--- src/rtl/integer_matrix_multiply_defines.svh ---
// Assertion macros shared by the matrix multiply RTL.
// Depends on a clock named clock and a synchronous reset named reset in the
// module that includes it.
`ifndef INTEGER_MATRIX_MULTIPLY_DEFINES_SVH
`define INTEGER_MATRIX_MULTIPLY_DEFINES_SVH

// Same-cycle implication, checked outside reset
`define IMM_ASSERT_NOW(label, ante, cons, msg) \
   label: assert property (@(posedge clock) disable iff (reset) (ante) |-> (cons)) \
      else $error(msg);

// Next-cycle implication, checked outside reset
`define IMM_ASSERT_NEXT(label, ante, cons, msg) \
   label: assert property (@(posedge clock) disable iff (reset) (ante) |=> (cons)) \
      else $error(msg);

`endif

--- src/rtl/imm_pkg.sv ---
// Package for the integer matrix multiply block: sizes, payload structs,
// sequencer step codes, control word format and the microcode table.
// No dependencies.
package imm_pkg;

   localparam int MAX_DIM    = 8;
   localparam int ELEM_WIDTH = 16;
   localparam int IDX_WIDTH  = 3;
   localparam int DIM_WIDTH  = 4;
   localparam int ADDR_WIDTH = 2 * IDX_WIDTH;
   localparam int ACC_WIDTH  = 32;
   localparam int OPS_WIDTH  = 10;
   localparam int CSR_IDX_WIDTH = 2;
   localparam int STEP_WIDTH = 3;

   // Input item codes
   typedef enum logic [1:0] {
      MODE_LOAD_A  = 2'd0,
      MODE_LOAD_B  = 2'd1,
      MODE_COMPUTE = 2'd2,
      MODE_NONE    = 2'd3
   } mode_type;

   // Configuration register indexes
   localparam logic [CSR_IDX_WIDTH-1:0] CSR_ROWS_A    = 2'd0;
   localparam logic [CSR_IDX_WIDTH-1:0] CSR_INNER_DIM = 2'd1;
   localparam logic [CSR_IDX_WIDTH-1:0] CSR_COLS_B    = 2'd2;

   typedef struct packed {
      logic [1:0]                   mode;
      logic [IDX_WIDTH-1:0]         row_index;
      logic [IDX_WIDTH-1:0]         col_index;
      logic signed [ELEM_WIDTH-1:0] element_value;
   } req_payload_type;

   typedef struct packed {
      logic [IDX_WIDTH-1:0]        out_row;
      logic [IDX_WIDTH-1:0]        out_col;
      logic signed [ACC_WIDTH-1:0] product_value;
      logic [OPS_WIDTH-1:0]        op_count;
      logic                        last;
   } rsp_payload_type;

   // Sequencer step addresses
   typedef logic [STEP_WIDTH-1:0] step_type;
   localparam step_type STEP_IDLE = 3'd0;
   localparam step_type STEP_READ = 3'd1;
   localparam step_type STEP_MUL  = 3'd2;
   localparam step_type STEP_ACC  = 3'd3;
   localparam step_type STEP_EMIT = 3'd4;
   localparam step_type STEP_NEXT = 3'd5;

   // Jump conditions
   typedef enum logic [2:0] {
      COND_ALWAYS   = 3'd0,
      COND_START    = 3'd1,
      COND_K_LAST   = 3'd2,
      COND_RSP_FREE = 3'd3,
      COND_RUN_LAST = 3'd4
   } cond_type;

   typedef struct packed {
      logic     take_req;
      logic     issue_rd;
      logic     do_mul;
      logic     do_acc;
      logic     do_emit;
      logic     do_next;
      cond_type cond;
      step_type on_true;
      step_type on_false;
   } ctl_word_type;

   // Microcode: one control word per step
   function automatic ctl_word_type microcode(input step_type pc);
      ctl_word_type w;
      w = '{take_req: 1'b0, issue_rd: 1'b0, do_mul: 1'b0, do_acc: 1'b0,
            do_emit: 1'b0, do_next: 1'b0, cond: COND_ALWAYS,
            on_true: STEP_IDLE, on_false: STEP_IDLE};
      unique case (pc)
         STEP_IDLE: begin
            w.take_req = 1'b1;
            w.cond     = COND_START;
            w.on_true  = STEP_READ;
            w.on_false = STEP_IDLE;
         end
         STEP_READ: begin
            w.issue_rd = 1'b1;
            w.on_true  = STEP_MUL;
         end
         STEP_MUL: begin
            w.do_mul  = 1'b1;
            w.on_true = STEP_ACC;
         end
         STEP_ACC: begin
            w.do_acc   = 1'b1;
            w.cond     = COND_K_LAST;
            w.on_true  = STEP_EMIT;
            w.on_false = STEP_READ;
         end
         STEP_EMIT: begin
            w.do_emit  = 1'b1;
            w.cond     = COND_RSP_FREE;
            w.on_true  = STEP_NEXT;
            w.on_false = STEP_EMIT;
         end
         STEP_NEXT: begin
            w.do_next  = 1'b1;
            w.cond     = COND_RUN_LAST;
            w.on_true  = STEP_IDLE;
            w.on_false = STEP_READ;
         end
         default: begin
            w.on_true = STEP_IDLE;
         end
      endcase
      return w;
   endfunction

   // Map a dimension register to its usable range
   function automatic logic [DIM_WIDTH-1:0] clamp_dim(input logic [DIM_WIDTH-1:0] d);
      logic [DIM_WIDTH-1:0] r;
      r = d;
      if (d == '0) begin
         r = DIM_WIDTH'(1);
      end else if (d > DIM_WIDTH'(MAX_DIM)) begin
         r = DIM_WIDTH'(MAX_DIM);
      end
      return r;
   endfunction

endpackage

--- src/rtl/integer_matrix_multiply.sv ---
// Integer matrix multiply: A and B element stores, a microcoded sequencer
// and a single multiply-accumulate datapath. Depends on imm_pkg and on
// integer_matrix_multiply_defines.svh for its assertions.
//
//   channel  direction  handshake                 payload
//   req      in         req_valid / req_stall     req_data  (req_payload_type)
//   rsp      out        rsp_valid / rsp_stall     rsp_data  (rsp_payload_type)
//   csr      in         csr_write                 csr_index, csr_data
//
// A load item is written into its store and leaves the sequencer idle. A
// compute item holds the input side until the run ends: each
// multiply-accumulate walks read, multiply and accumulate steps on the one
// read port per store and the one multiplier. Reset sets the sequencer idle
// and each dimension to 8; the stores are not cleared. A stall on rsp holds
// the sequencer in its emit step until the output register frees.
module integer_matrix_multiply import imm_pkg::*; (
   input  logic                       clock,
   input  logic                       reset,
   input  logic                       req_valid,
   output logic                       req_stall,
   input  req_payload_type            req_data,
   output logic                       rsp_valid,
   input  logic                       rsp_stall,
   output rsp_payload_type            rsp_data,
   input  logic                       csr_write,
   input  logic [CSR_IDX_WIDTH-1:0]   csr_index,
   input  logic [DIM_WIDTH-1:0]       csr_data
);

   logic [DIM_WIDTH-1:0] rows_a_ff, inner_dim_ff, cols_b_ff;
   logic [DIM_WIDTH-1:0] nr, nk, nc;
   step_type             pc_ff, pc_in;
   ctl_word_type         ctl;
   logic                 cond_hit;
   logic                 req_xfer, start, load_a, load_b;
   logic [IDX_WIDTH-1:0] i_ff, j_ff, k_ff;
   logic                 k_last, j_last, run_last;
   logic signed [ELEM_WIDTH-1:0] mem_a [MAX_DIM*MAX_DIM];
   logic signed [ELEM_WIDTH-1:0] mem_b [MAX_DIM*MAX_DIM];
   logic signed [ELEM_WIDTH-1:0] a_rd_ff, b_rd_ff;
   logic signed [ACC_WIDTH-1:0]  prod_in, prod_ff, acc_ff;
   logic [OPS_WIDTH-1:0]         total_in, total_ff;
   logic                         rsp_free, emit_load;
   logic                         rsp_valid_ff;
   rsp_payload_type              rsp_data_ff;

   // Configuration registers
   always_ff @(posedge clock) begin
      if (reset) begin
         rows_a_ff    <= DIM_WIDTH'(MAX_DIM);
         inner_dim_ff <= DIM_WIDTH'(MAX_DIM);
         cols_b_ff    <= DIM_WIDTH'(MAX_DIM);
      end else if (csr_write) begin
         if (csr_index == CSR_ROWS_A)    rows_a_ff    <= csr_data;
         if (csr_index == CSR_INNER_DIM) inner_dim_ff <= csr_data;
         if (csr_index == CSR_COLS_B)    cols_b_ff    <= csr_data;
      end
   end

   assign nr = clamp_dim(rows_a_ff);
   assign nk = clamp_dim(inner_dim_ff);
   assign nc = clamp_dim(cols_b_ff);

   // Control word and item decode
   assign ctl       = microcode(pc_ff);
   assign req_stall = !ctl.take_req;
   assign req_xfer  = req_valid && !req_stall;
   assign start     = req_xfer && (req_data.mode == MODE_COMPUTE);
   assign load_a    = req_xfer && (req_data.mode == MODE_LOAD_A);
   assign load_b    = req_xfer && (req_data.mode == MODE_LOAD_B);

   assign k_last   = ({1'b0, k_ff} == nk - DIM_WIDTH'(1));
   assign j_last   = ({1'b0, j_ff} == nc - DIM_WIDTH'(1));
   assign run_last = j_last && ({1'b0, i_ff} == nr - DIM_WIDTH'(1));

   assign rsp_free  = !rsp_valid_ff || !rsp_stall;
   assign emit_load = ctl.do_emit && rsp_free;

   // Evaluate the jump condition
   always_comb begin
      unique case (ctl.cond)
         COND_ALWAYS:   cond_hit = 1'b1;
         COND_START:    cond_hit = start;
         COND_K_LAST:   cond_hit = k_last;
         COND_RSP_FREE: cond_hit = rsp_free;
         COND_RUN_LAST: cond_hit = run_last;
         default:       cond_hit = 1'b1;
      endcase
      pc_in = cond_hit ? ctl.on_true : ctl.on_false;
   end

   always_ff @(posedge clock) begin
      if (reset) begin
         pc_ff <= STEP_IDLE;
      end else begin
         pc_ff <= pc_in;
      end
   end

   // Element stores: write on load transfer, registered read
   always_ff @(posedge clock) begin
      if (load_a) mem_a[{req_data.row_index, req_data.col_index}] <= req_data.element_value;
      if (load_b) mem_b[{req_data.row_index, req_data.col_index}] <= req_data.element_value;
      if (ctl.issue_rd) begin
         a_rd_ff <= mem_a[{i_ff, k_ff}];
         b_rd_ff <= mem_b[{k_ff, j_ff}];
      end
   end

   // Loop counters and multiply-accumulate datapath
   assign prod_in  = ACC_WIDTH'(a_rd_ff) * ACC_WIDTH'(b_rd_ff);
   assign total_in = OPS_WIDTH'(nr) * OPS_WIDTH'(nk) * OPS_WIDTH'(nc);

   always_ff @(posedge clock) begin
      if (start) begin
         i_ff     <= '0;
         j_ff     <= '0;
         k_ff     <= '0;
         acc_ff   <= '0;
         total_ff <= total_in;
      end
      if (ctl.do_mul) prod_ff <= prod_in;
      if (ctl.do_acc) begin
         acc_ff <= acc_ff + prod_ff;
         if (!k_last) k_ff <= k_ff + IDX_WIDTH'(1);
      end
      if (ctl.do_next) begin
         k_ff   <= '0;
         acc_ff <= '0;
         if (j_last) begin
            j_ff <= '0;
            i_ff <= i_ff + IDX_WIDTH'(1);
         end else begin
            j_ff <= j_ff + IDX_WIDTH'(1);
         end
      end
   end

   // Output register: load on emit, drop on transfer
   always_ff @(posedge clock) begin
      if (reset) begin
         rsp_valid_ff <= 1'b0;
      end else if (emit_load) begin
         rsp_valid_ff <= 1'b1;
      end else if (!rsp_stall) begin
         rsp_valid_ff <= 1'b0;
      end
   end

   always_ff @(posedge clock) begin
      if (emit_load) begin
         rsp_data_ff.out_row       <= i_ff;
         rsp_data_ff.out_col       <= j_ff;
         rsp_data_ff.product_value <= acc_ff;
         rsp_data_ff.op_count      <= run_last ? total_ff : '0;
         rsp_data_ff.last          <= run_last;
      end
   end

   assign rsp_valid = rsp_valid_ff;
   assign rsp_data  = rsp_data_ff;

`include "integer_matrix_multiply_defines.svh"

   `IMM_ASSERT_NEXT(a_last_to_idle, (pc_ff == STEP_NEXT) && run_last, pc_ff == STEP_IDLE, "run did not end after last element")
   `IMM_ASSERT_NOW(a_k_in_range, (pc_ff != STEP_IDLE), {1'b0, k_ff} < nk, "inner index beyond inner_dim")
   `IMM_ASSERT_NEXT(a_emit_loads, (pc_ff == STEP_EMIT) && rsp_free, rsp_valid_ff, "emit step left output empty")
   `IMM_ASSERT_NOW(a_no_take_busy, req_xfer, pc_ff == STEP_IDLE, "item taken while sequencer busy")

endmodule
--- config.mk ---
export PLATFORM = sky130hd
export DESIGN_NAME = integer_matrix_multiply
export DESIGN_NICKNAME = d
export VERILOG_FILES = /design/src/rtl/imm_pkg.sv /design/src/rtl/integer_matrix_multiply.sv
export VERILOG_INCLUDE_DIRS = /design/src /design/src/rtl
export SDC_FILE = /design/constraint.sdc
export NUM_CORES = 2
export LEC_CHECK = 0
export BUFFER_PORTS_ARGS = -buffer_cell sky130_fd_sc_hd__buf_2
export CORE_MARGIN = 4
export CORE_UTILIZATION = 45
export DETAILED_ROUTE_END_ITERATION = 8
export GPL_ROUTABILITY_DRIVEN = 0
export SYNTH_ARGS = -nofsm -noshare
export SYNTH_HDL_FRONTEND = slang
export SYNTH_SLANG_ARGS = --single-unit
--- constraint.sdc ---
create_clock -name clock -period 6.8 [get_ports clock]
set_clock_uncertainty 0.2 [all_clocks]
set_input_delay 0.68 -clock clock [delete_from_list [all_inputs] [get_ports clock]]
set_output_delay 0.68 -clock clock [all_outputs]
set_load 0.02 [all_outputs]
* Yosys cells after proc, flatten, opt, wreduce, memory -nomap -nowiden *
Memories as Yosys holds them, arrays and structs flattened. A register that Yosys moved wholly into a read port is not among the register bits.
Index checks and enable logic that the tools add are counted.

cells by class
  multipliers = 3
  multiplexer cells = 34
  reduce and logical (&&, ||, !) cells = 22
  order comparisons = 3
  add/subtract/negate cells = 7
  equality and inequality tests = 17

operator list
  kind                                                  count
  two-way mux 32 bit                                    2
  adder 32 bit                                          1
  multiplier 16 x 16 -> 32 bit                          1
  two-way mux 3 bit                                     10
  two-way mux 4 bit                                     6
  case mux 3 bit (5 select lines)                       1
  equality test 3 x 2 -> 1 bit, second input constant   4
  equality test 3 x 4 -> 1 bit                          3
  greater-than comparator 4 bit, second input constant  3
  zero test 4 bit                                       3
  two-way mux 1 bit                                     12
  case mux 3 bit (4 select lines)                       1
  subtractor 4 x 1 -> 4 bit, second input constant      3
  multiplier 8 x 4 -> 10 bit                            1
  adder 3 x 1 -> 3 bit, second input constant           3
  equality test 3 bit, second input constant            3
  multiplier 4 x 4 -> 8 bit                             1
  equality test 3 x 1 -> 1 bit, second input constant   2
  logical AND 1 bit                                     6
  case mux 3 bit (2 select lines)                       1
  AND reduction 2 bit                                   3
  equality test 2 x 1 -> 1 bit, second input constant   2
  equality test 2 bit, second input constant            2
  zero test 2 bit                                       2
  7 further kinds                                       10

word-level totals
  register bits = 148
  logic and storage cells = 104
  output and inout bits = 51
  input bits = 35
  RAM bits = 2048
  memories = 2

memories
  name   words  width  read ports  clocked after Yosys merged registers in  write ports  RTL line                       text
  mem_a  64     16     1           1                                        1            integer_matrix_multiply.sv:38  logic signed [ELEM_WIDTH-1:0] mem_a [MAX_DIM*MAX_DIM];
  mem_b  64     16     1           1                                        1            integer_matrix_multiply.sv:39  logic signed [ELEM_WIDTH-1:0] mem_b [MAX_DIM*MAX_DIM];

* Logic depth before layout (Yosys ltp) *
  depth in word-level cells = 8
  gate-level depth with buffers = 24
  mapped depth without buffers = 23

* Worst setup path after synthesis *
Ideal clock, no wire load.

  path type = register to register
  from = register a_rd_ff[7] (read register of mem_a)
  to = register prod_ff[31] (data pin)
  library setup time = 260 ps
  path buffers = 1
  cell stages (with the launch flop) = 23
  arrival time = 5752 ps
  path slack = 588 ps
  period minus slack after synthesis = 6212 ps
  required time = 6340 ps
  path through = edfxtp_1 clkbuf_1 and2_1 fa_1 inv_1 fa_1 fa_1 fa_1 inv_1 fa_1 inv_1 fa_1 inv_1 ha_1 a21o_1 a21o_1 a21oi_1 o31ai_1 a21oi_1 o221ai_1 a211oi_1 a21oi_1 xnor2_1

on the way
  cells in the longest elaborated chain, start to end = 1

ends and longest elaborated chain
  item                          RTL line                        text
  start, declared               integer_matrix_multiply.sv:40   logic signed [ELEM_WIDTH-1:0] a_rd_ff, b_rd_ff;
  multiplier 16 x 16 -> 32 bit  integer_matrix_multiply.sv:111  assign prod_in = ACC_WIDTH'(a_rd_ff) * ACC_WIDTH'(b_rd_ff);
  named net prod_in[31]         integer_matrix_multiply.sv:41   logic signed [ACC_WIDTH-1:0] prod_in, prod_ff, acc_ff;
  end signal, assigned          integer_matrix_multiply.sv:122  if (ctl.do_mul) prod_ff <= prod_in;
  end, declared                 integer_matrix_multiply.sv:41

The timed path passes the listed nets, and every way through them passes these cells.
A chain may end at the register's enable or synchronous reset.

* Final worst setup path *
  from = register b_rd_ff[5] (read register of mem_b)
  to = register prod_ff[31] (data pin)

on the way
  cells in the longest elaborated chain, start to end = 1

ends and longest elaborated chain
  item                          RTL line
  start, declared               integer_matrix_multiply.sv:40
  multiplier 16 x 16 -> 32 bit  integer_matrix_multiply.sv:111
  named net prod_in[31]         integer_matrix_multiply.sv:41

The timed path passes the listed nets, and every way through them passes these cells.

==> results.py <==
metrics = {
    "setup_path": {
        "cp_top_family": "adder cells",
        "cp-start-kind": "flop",
        "critPathRequiredTime_ns": 7.19,
        "critPathBufInv": 5,
        "critical_path.cell_chain": "buf_4 > and2_1 > fa_1 > inv_1 > fa_1 > fa_1 > inv_1 > fa_1 > fa_1 > inv_1 > fa_1 > inv_1 > ha_1 > nand4_1 > o31ai_1 > a21oi_2 > o221ai_1 > a211oi_2 > a21oi_1 > xnor2_1",
        "cpPeakStageDelay_ns": 0.52,
        "end_kind": "flop",
        "critPathKind": "reg2reg",
        "worstPathArrival_ns": 6.86,
        "worst_path_most_repeated_cell": "fa_1",
        "cp_max_fo": 9,
        "cp_slowest_cell": "edfxtp_1",
    },
    "sta": {
        "worst_slack_ns": 0.3313,
        "setup-tns-final_ns": 0,
        "finalHoldViolCount": 0,
        "fin_crit_ns": 6.469,
        "fin_crit_sh_pct": 95.13,
        "slew_violations": 0,
        "relSlewSlack_pct": 19.40,
        "fmax_mhz": 154.6,
        "hold_ws_ns": 0.09232,
        "worst-slew-pin-transition_ns": 1.209,
        "rsz0062_at_grt": "no",
        "setup_violations": 0,
    },
    "floorplan": {
        "die_h_um": 471.4,
        "floorplan.die_area_sq_um": 222200,
        "pin_count": 86,
        "std_cell_rows": 169,
        "die_w_um": 471.4,
        "coreArea_sq_um": 212900,
        "start_util_pct": 45.38,
    },
    "drt": {
        "antenna_left": 0,
        "drc": 0,
        "vias": 47320,
        "drtPass1Iterations": 6,
        "wl_um": 234000,
        "wire_per_inst_um": 28.38,
        "drt-initial-drc-count": 4935,
        "vias_per_cell": 5.739,
    },
    "power_and_ir_drop": {
        "clockPowerShare_pct": 31.2,
        "seq_power_share_pct": 41.7,
        "ir_drop_v": 0.0005303,
        "switching_share_pct": 29.01,
        "p_leak_nw": 36.17,
        "intPower_w": 0.02705,
        "switchingPower_w": 0.01105,
        "power_density_nw_per_um2": 349.5,
        "comb_power_share_pct": 27.1,
    },
    "placed_design": {
        "place_area_sq_um": 101800,
        "portBuffers": 85,
        "dp_cells": 7813,
        "hpwlAfterDp_um": 143900,
        "pre_cts_slack_ns": 0.2188,
    },
    "global_routing": {
        "grt_max_degree": 105,
        "grt_first_pass_wirelength_um": 344300,
        "grt_antenna_before_repair": 22,
        "first_global_vias": 48590,
        "grt_usage_pct": 21.28,
        "grt_overflow_total": 0,
    },
    "final_layout": {
        "drive_above_1_share_pct": 25.93,
        "nets": 5679,
        "final_cells": 8245,
        "final_common_cell": "edfxtp_1",
        "layout_common_cells": "edfxtp_1, mux4_2, inv_1",
        "syn_to_final_growth_pct": 12.82,
        "design_area_sq_um": 109000,
    },
    "clock_network": {
        "cts_max_path_buffers": 3,
        "clk_pin_slew_worst_paths_ns": 0.06,
        "cts_made_buffers": 218,
        "htreeDepth": 4,
        "cts_tree": "built",
        "cts-root-buf": "clkbuf_16",
        "insertion_delay_ns": 0.85,
        "post-cts-setup-buffer-count": 0,
        "cts.sinks": 2228,
    },
    "synth": {
        "syn_area_sq_um": 96640,
        "syn_nets": 5347,
        "async_flop_share_pct": 0,
        "synth_flop_cell": "edfxtp_1",
        "ys_seq_area_share_pct": 68.67,
        "syn_area_per_cell_sq_um": 19.76,
        "yosys_warnings": 0,
        "synthCells": 4891,
        "ys_ff_latch": 2228,
        "yosysUniqueCellTypes": 61,
        "synth-edff-count": 2174,
    },
    "worst_hold_path": {
        "hold_path_class": "in2reg",
    },
    "flow_run": {
        "drv_cap": 0,
    },
    "status": {
        "status": "finished, final reports clean",
    },
}
Yosys cell counts, types with 6 or more instances:
cell type     n  area, sq um
edfxtp_1   2174        65280
mux4_2      670        15090
inv_1       346         1299
fa_1        279         5585
nor2_1      240        900.9
nand2_1     194        728.2
and2_1      147        919.6
ha_1        142         1777
clkbuf_1    141        529.3
a21oi_1      77        385.4
xnor2_1      67        586.8
dfxtp_1      54         1081
a21o_1       32        240.2
buf_2        30        150.1
nand3_1      27        135.1
buf_4        21        157.7
nor3_1       19        95.09
o21ai_1      18        90.09
xor2_1       18        157.7
mux2i_1      15        150.1
o21bai_1     14        105.1
a31oi_1      13        81.33
buf_1        13        48.80
nand2b_1     13        81.33
o21ai_0      12        60.06
nand3b_1     10        75.07
nand4_1       8        50.05
nor2b_1       8        50.05
o21a_1        8        60.06
a211oi_1      6        45.04
buf_6         6        67.56
nor3b_1       6        45.04
power by group through the flow:
| stage | Combinational, W | Sequential (W) | Clock (W) |
|---|---|---|---|
| finish | 0.0103 | 0.0159 | 0.0119 |
| global route | 0.0118 | 0.0159 | 0.0127 |
| CTS | 0.0104 | 0.0159 | 0.0121 |
| detailed placement | 0.0104 | 0.0162 | 0 |
| global placement | 0.0102 | 0.0162 | 0 |
| floorplan | 0.00789 | 0.0161 | 0 |
final cells by class:
type	instances	area (sq um)
inverter	348	1306
timing repair buffer	323	2455
clock buffer	261	5754
antenna	10	25.02
fill	16760	103900
clock inverter	150	1315
sequential	2228	66380
multi-input combinational	2104	28260
tap	2821	3530
routing by layer:
layer / vias up / share of wire [%] / GRT usage (%) / wire length (um)
met4: 6 / 2.2 / 5.159 / 5041
met3: 311 / 6.6 / 3.004 / 15490
li1: 19870 / - / - / -
met1: 25470 / 44 / 32.08 / 103500
met2: 1664 / 47 / 33.16 / 109900
met5: - / 0.012 / 0 / 27
stage by stage:
stage               utilization, %  total power (W)
detailed placement           47.81          0.02656
floorplan                        -          0.02398
global placement             47.81          0.02640
global route                 51.19          0.04041
finish                       51.20          0.03810
CTS                          51.18          0.03846
flip-flops by register name, summed over array words and instances (netlist names):
register,cells
prod_ff,32
mem_b,1024
k_ff,3
mem_a,1024
rows_a_ff,4
b_rd_ff,16
j_ff,3
inner_dim_ff,4
i_ff,3
a_rd_ff,16
rsp_valid,1
total_ff,10
pc_ff,3
cols_b_ff,4
rsp_data,49
acc_ff,32
worst paths after layout:
path	end	cells after the start	from	slack, ns
setup reg to reg	prod_ff[31]	20	b_rd_ff[5]	0.33
hold / removal	mem_a[48][13]	1	req_data[13]	0.09
hold reg to reg	rsp_data[42]	0	acc_ff[31]	0.27
setup / recovery	prod_ff[31]	20	b_rd_ff[5]	0.33
worst register-to-register path, stage by stage (launching register included):
cell      delay [ns]
edfxtp_1        0.52
buf_4           0.23
and2_1          0.17
fa_1            0.50
inv_1           0.05
fa_1            0.48
fa_1            0.52
inv_1           0.05
fa_1            0.48
fa_1            0.49
inv_1           0.05
fa_1            0.48
inv_1           0.04
ha_1            0.33
nand4_1         0.20
o31ai_1         0.50
a21oi_2         0.15
o221ai_1        0.35
a211oi_2        0.15
a21oi_1         0.20
xnor2_1         0.08
logic make-up after synthesis:
group	Yosys count	share of synthesized area (%)
DFF	2228	68.67
xor gates and xnor gates	85	0.7704
AOI/OAI and AO/OA	213	1.391
adders and majority gates	421	7.618
buffers and inverters	559	2.338
and+or+nand+nor	697	3.372
muxes	688	15.84
what timing repair did:
item | in CTS | in global routing
hold buffers | 11 | 0
setup endpoints to repair | 0 | 3
hold endpoints to repair | 27 | 0
resized for setup | 0 | 3
Note: power is estimated with default switching activity, not from simulation.
